`src/rtl/core/tek_pkg.sv`:
```
// Shared constants for the track extrapolation core: field widths, reset values,
// configuration register indexes and result codes. No dependencies.
package tek_pkg;

	typedef logic [1:0] code_t;

	localparam int POS_WIDTH_DEF = 32;
	localparam int MOM_WIDTH_DEF = 28;
	localparam int KICK_WIDTH = 27;

	localparam int MAGNET_Z_RESET = 3151920;
	localparam int KICK_RESET = 270000;

	// A slope quotient is held at this power of two.
	localparam int QUOT_LIMIT_LOG2 = 62;

	localparam int CFG_IDX_W = 1;
	localparam logic [CFG_IDX_W-1:0] CFG_MAGNET_Z = 1'd0;
	localparam logic [CFG_IDX_W-1:0] CFG_KICK = 1'd1;

	localparam code_t KT_NONE = 2'd0;
	localparam code_t KT_FWD = 2'd1;
	localparam code_t KT_BWD = 2'd2;

	localparam code_t ST_OK = 2'd0;
	localparam code_t ST_PZ_BAD = 2'd1;
	localparam code_t ST_KICK_BAD = 2'd2;

endpackage

```
`src/rtl/core/tek_sat_add.sv`:
```
// Adds a signed, limited slope quotient to a position and saturates the sum.
// Depends on tek_pkg.
module tek_sat_add #(
	parameter int POS_W = 32,
	parameter int Q_W = 60
) (
	input  logic signed [POS_W-1:0] base,
	input  logic        [Q_W-1:0]   quo,
	input  logic                    neg,
	output logic signed [POS_W-1:0] sum
);

	localparam int QX = (Q_W > 63) ? Q_W : 63;
	localparam int SW = QX + 2;
	localparam logic [QX-1:0] QLIM = QX'(1) << tek_pkg::QUOT_LIMIT_LOG2;

	logic        [QX-1:0] qx;
	logic        [QX-1:0] qc;
	logic signed [SW-1:0] be;
	logic signed [SW-1:0] qs;
	logic signed [SW-1:0] tot;

	always_comb begin
		qx = QX'(quo);
		qc = (qx > QLIM) ? QLIM : qx;
		be = SW'(base);
		qs = $signed({2'b00, qc});
		if (neg) begin
			qs = -qs;
		end
		tot = be + qs;
		// The sum fits when all bits from the position's sign bit up agree.
		if (tot[SW-1:POS_W-1] == '0 || tot[SW-1:POS_W-1] == '1) begin
			sum = tot[POS_W-1:0];
		end else if (tot[SW-1]) begin
			sum = {1'b1, {(POS_W-1){1'b0}}};
		end else begin
			sum = {1'b0, {(POS_W-1){1'b1}}};
		end
	end

endmodule

```
`config.mk`:
```
export PLATFORM = sky130hd
export DESIGN_NAME = tek_sat_add
export DESIGN_NICKNAME = d
export VERILOG_FILES = /design/src/rtl/core/tek_pkg.sv /design/src/rtl/core/tek_sat_add.sv
export SDC_FILE = /design/constraint.sdc
export NUM_CORES = 1
export LEC_CHECK = 0
export BUFFER_PORTS_ARGS = -buffer_cell sky130_fd_sc_hd__buf_4
export CORE_ASPECT_RATIO = 1.4
export CORE_UTILIZATION = 50
export DETAILED_ROUTE_END_ITERATION = 10
export PLACE_DENSITY = 0.74
export SLEW_MARGIN = 20
export SYNTH_ARGS = -nofsm -noshare
export SYNTH_HDL_FRONTEND = slang
export SYNTH_SLANG_ARGS = --single-unit
```
`constraint.sdc`:
```
create_clock -name vclk -period 17.24
set_input_delay 3.448 -clock vclk [all_inputs]
set_output_delay 3.448 -clock vclk [all_outputs]
set_load 0.005 [all_outputs]
```
==> results by group <==
Yosys
  • Top-count cell post-synth: o21ai_0
  • Commonest cells in the netlist: 97 x o21ai_0, 94 x nand2_1, 83 x a21oi_1, 83 x xnor2_1, 75 x ha_1
  • Syn Nets: 1069
  • Post-Syn Area: 0.00595 mm2
  • Syn avg cell area: 6.62 um2
  • Share of the synthesized area in the top cell type: 0.158
  • Area leader, netlist: ha_1
  • Ys Warns: 0
  • Cells after Synth: 900
  • Sequential area share after synthesis: 0
  • Area contributors post-synth: ha_1 16%, xnor2_1 12%, o21ai_0 8.2%, a21oi_1 7.0%, nand2_1 5.9%
  • Synth unique cells: 67

Final layout
  • Clkbuf count: 0
  • Nets: around 1200
  • Share of layout cells above drive strength 1: 0.163
  • Register area: 0 um2
  • Antenna diode instance count: 0
  • Sequential cells: 0
  • Non-filler instance count after layout: 1133
  • Layout area overhead: 16.7%

Timing
  • Period utilization: 0.824
  • Total negative slack: 0 ns
  • Final hold vios: 0
  • Post-route setup slack: approximately 3 ns
  • Fmax achieved: ~70 MHz
  • RSZ-0062 raised after global routing: no
  • Minimum clock period: 14.20 ns
  • Worst slew margin: 0.375
  • Slew Limit Fails: 0
  • Final setup viols: 0
  • Worst-Margin Slew: ~0.9 ns

Floorplanning
  • Std cell rows: 46
  • Number of I/O pins: around 130
  • Initial core utilization: 0.520
  • Die area: 0.0124 mm2
  • Core box area: 0.0115 mm2
  • Die Wd: roughly 94 um
  • Vert. Die Dim: ~130 um

CTS
  • Setup Buffers After CTS: 0
  • CTS Hold Bufs: 0
  • Post-CTS sizing: 0

Detailed routing
  • Routed vias: roughly 7400
  • DRC viols: 0
  • Wire length per cell: approximately 19 um
  • First DRT Iteration DRCs: just under 400
  • Final ANT Viol Nets: 0
  • Vias per cell: between 6 and 7
  • Drt pass-1 iters: 5
  • DRT Wirelength: ~22000 um

Global route
  • Largest net degree at the start of global routing: between 60 and 70
  • Vias in the first global route: ~7000
  • First-pass GRT wire length: approximately 34000 um
  • Initial antenna violation count: 0
  • GR Overflow Total: 0
  • Gr usage total: 0.343

Power
  • Leakage: between 2 and 3 nW
  • Maximum VDD drop: 0.0333 mV
  • PwrDens: between 50 and 60 mW/mm2

Worst setup path
  • Crit path max fanout: 31
  • Worst Path Arrival: about 11 ns
  • CP Capture Type: output pin
  • Crit Path Class: in -> out
  • Crit path required time: 13.79 ns
  • CP startpoint kind: input port
  • CP startpoint: quo[20]
  • Setup crit end: sum[21]

Job
  • MaxCap Viol Count: 0

Place
  • GP Congestion: between 1 and 1.5
  • Dpl cells: approximately 1100
  • DP Worst Slack: slightly above 3 ns
  • DPL Wire Length: 18400 um
  • Port Buffers: between 100 and 150

Hold path
  • Worst hold path class: in -> out

Outcome
  • Status: completed
-- worst min-delay path by stage --
stage / from / endpoint / slack [ns] / cells after the start
CTS: base[0] / sum[0] / 7.39 / 5
finish: base[0] / sum[0] / 7.39 / 5
global placement: base[0] / sum[0] / 7.37 / 5
detailed placement: base[0] / sum[0] / 7.38 / 5
floorplan: base[31] / sum[31] / 7.15 / 3
global route: base[0] / sum[0] / 7.45 / 5
-- routing by layer --
layer / vias to the layer above / part of all wire / GRT usage
met5: - / 0 / 0
met4: 0 / 0.065 / 0.195
met3: 90 / 0.047 / 0.0266
met2: 312 / 0.51 / 0.627
met1: 3377 / 0.38 / 0.376
li1: 3609 / - / -
-- layout by cell type, fill, tap and decap left out, drive strengths merged, types with 8 or more instances in the layout --
cell type	synthesis	routed
a21oi	83	83
nor2	58	58
or4	18	18
nor4	13	13
buf	2	128
or3	18	18
a21o	14	14
nand3	22	22
o21ai	105	105
or2	10	10
nand4	31	31
o31ai	32	32
inv	17	17
and3	8	8
o41ai	11	11
nor3	18	18
o21bai	10	10
xor2	28	28
a31oi	9	9
xnor2	83	83
o211ai	9	9
ha	75	75
nand2b	12	12
nand2	94	94
o21a	19	19
-- cell type report --
type / instances / area, um2
Fill cell: 1176 / 4500
Timing Repair Buffer: 128 / 961
Tap cell: 144 / 180
Multi-Input combinational cell: 844 / 5740
Inverter: 17 / 63.8
-- through the flow --
| step | util | hold slack, ns | cell area, um2 | power [W] |
|---|---|---|---|---|
| after detailed placement | 0.607 | 7.38 | 6950 | 0.000382 |
| final | 0.607 | 7.39 | 6950 | 0.000392 |
| after global placement | 0.607 | 7.37 | 6950 | 0.000382 |
| after CTS | 0.607 | 7.39 | 6950 | 0.000385 |
| after global routing | 0.607 | 7.45 | 6950 | 0.000426 |
| after floorplan | - | 7.15 | 5950 | 0.000249 |
-- worst max-delay path: stages --
cell and delay (ns):
buf_4 0.12, or4_4 0.54, or4_4 0.45, or2_4 0.26, or3_4 0.40, or2_4 0.26, or4_4 0.45, or3_4 0.36
nand2b_4 0.16, o31ai_1 0.29, xnor2_1 0.18, ha_1 0.35, a21oi_1 0.37, o211ai_1 0.25, or3_1 0.41, o21ai_1 0.40
o21ai_0 0.20, xor2_1 0.20, or4b_2 0.67, o41ai_2 0.30, buf_4 0.35, o21ai_0 0.17, buf_4 0.16
-- where the power goes --
| part | internal, W | switching [W] | leakage [nW] |
|---|---|---|---|
| registers | 0 | 0 | 0 |
| logic | 0.000162 | 0.000230 | 2.75 |
| clock network | 0 | 0 | 0 |
-- cell families after synthesis --
| family | share of synthesized area |
|---|---|
| muxes | 0.00189 |
| and+or+nand+nor | 0.290 |
| AOI/OAI and AO/OA | 0.347 |
| adders and majority gates | 0.161 |
| xor gates and xnor gates | 0.163 |
| buffers and inverters | 0.0378 |
No activity file was read; power rests on OpenSTA's default activity.
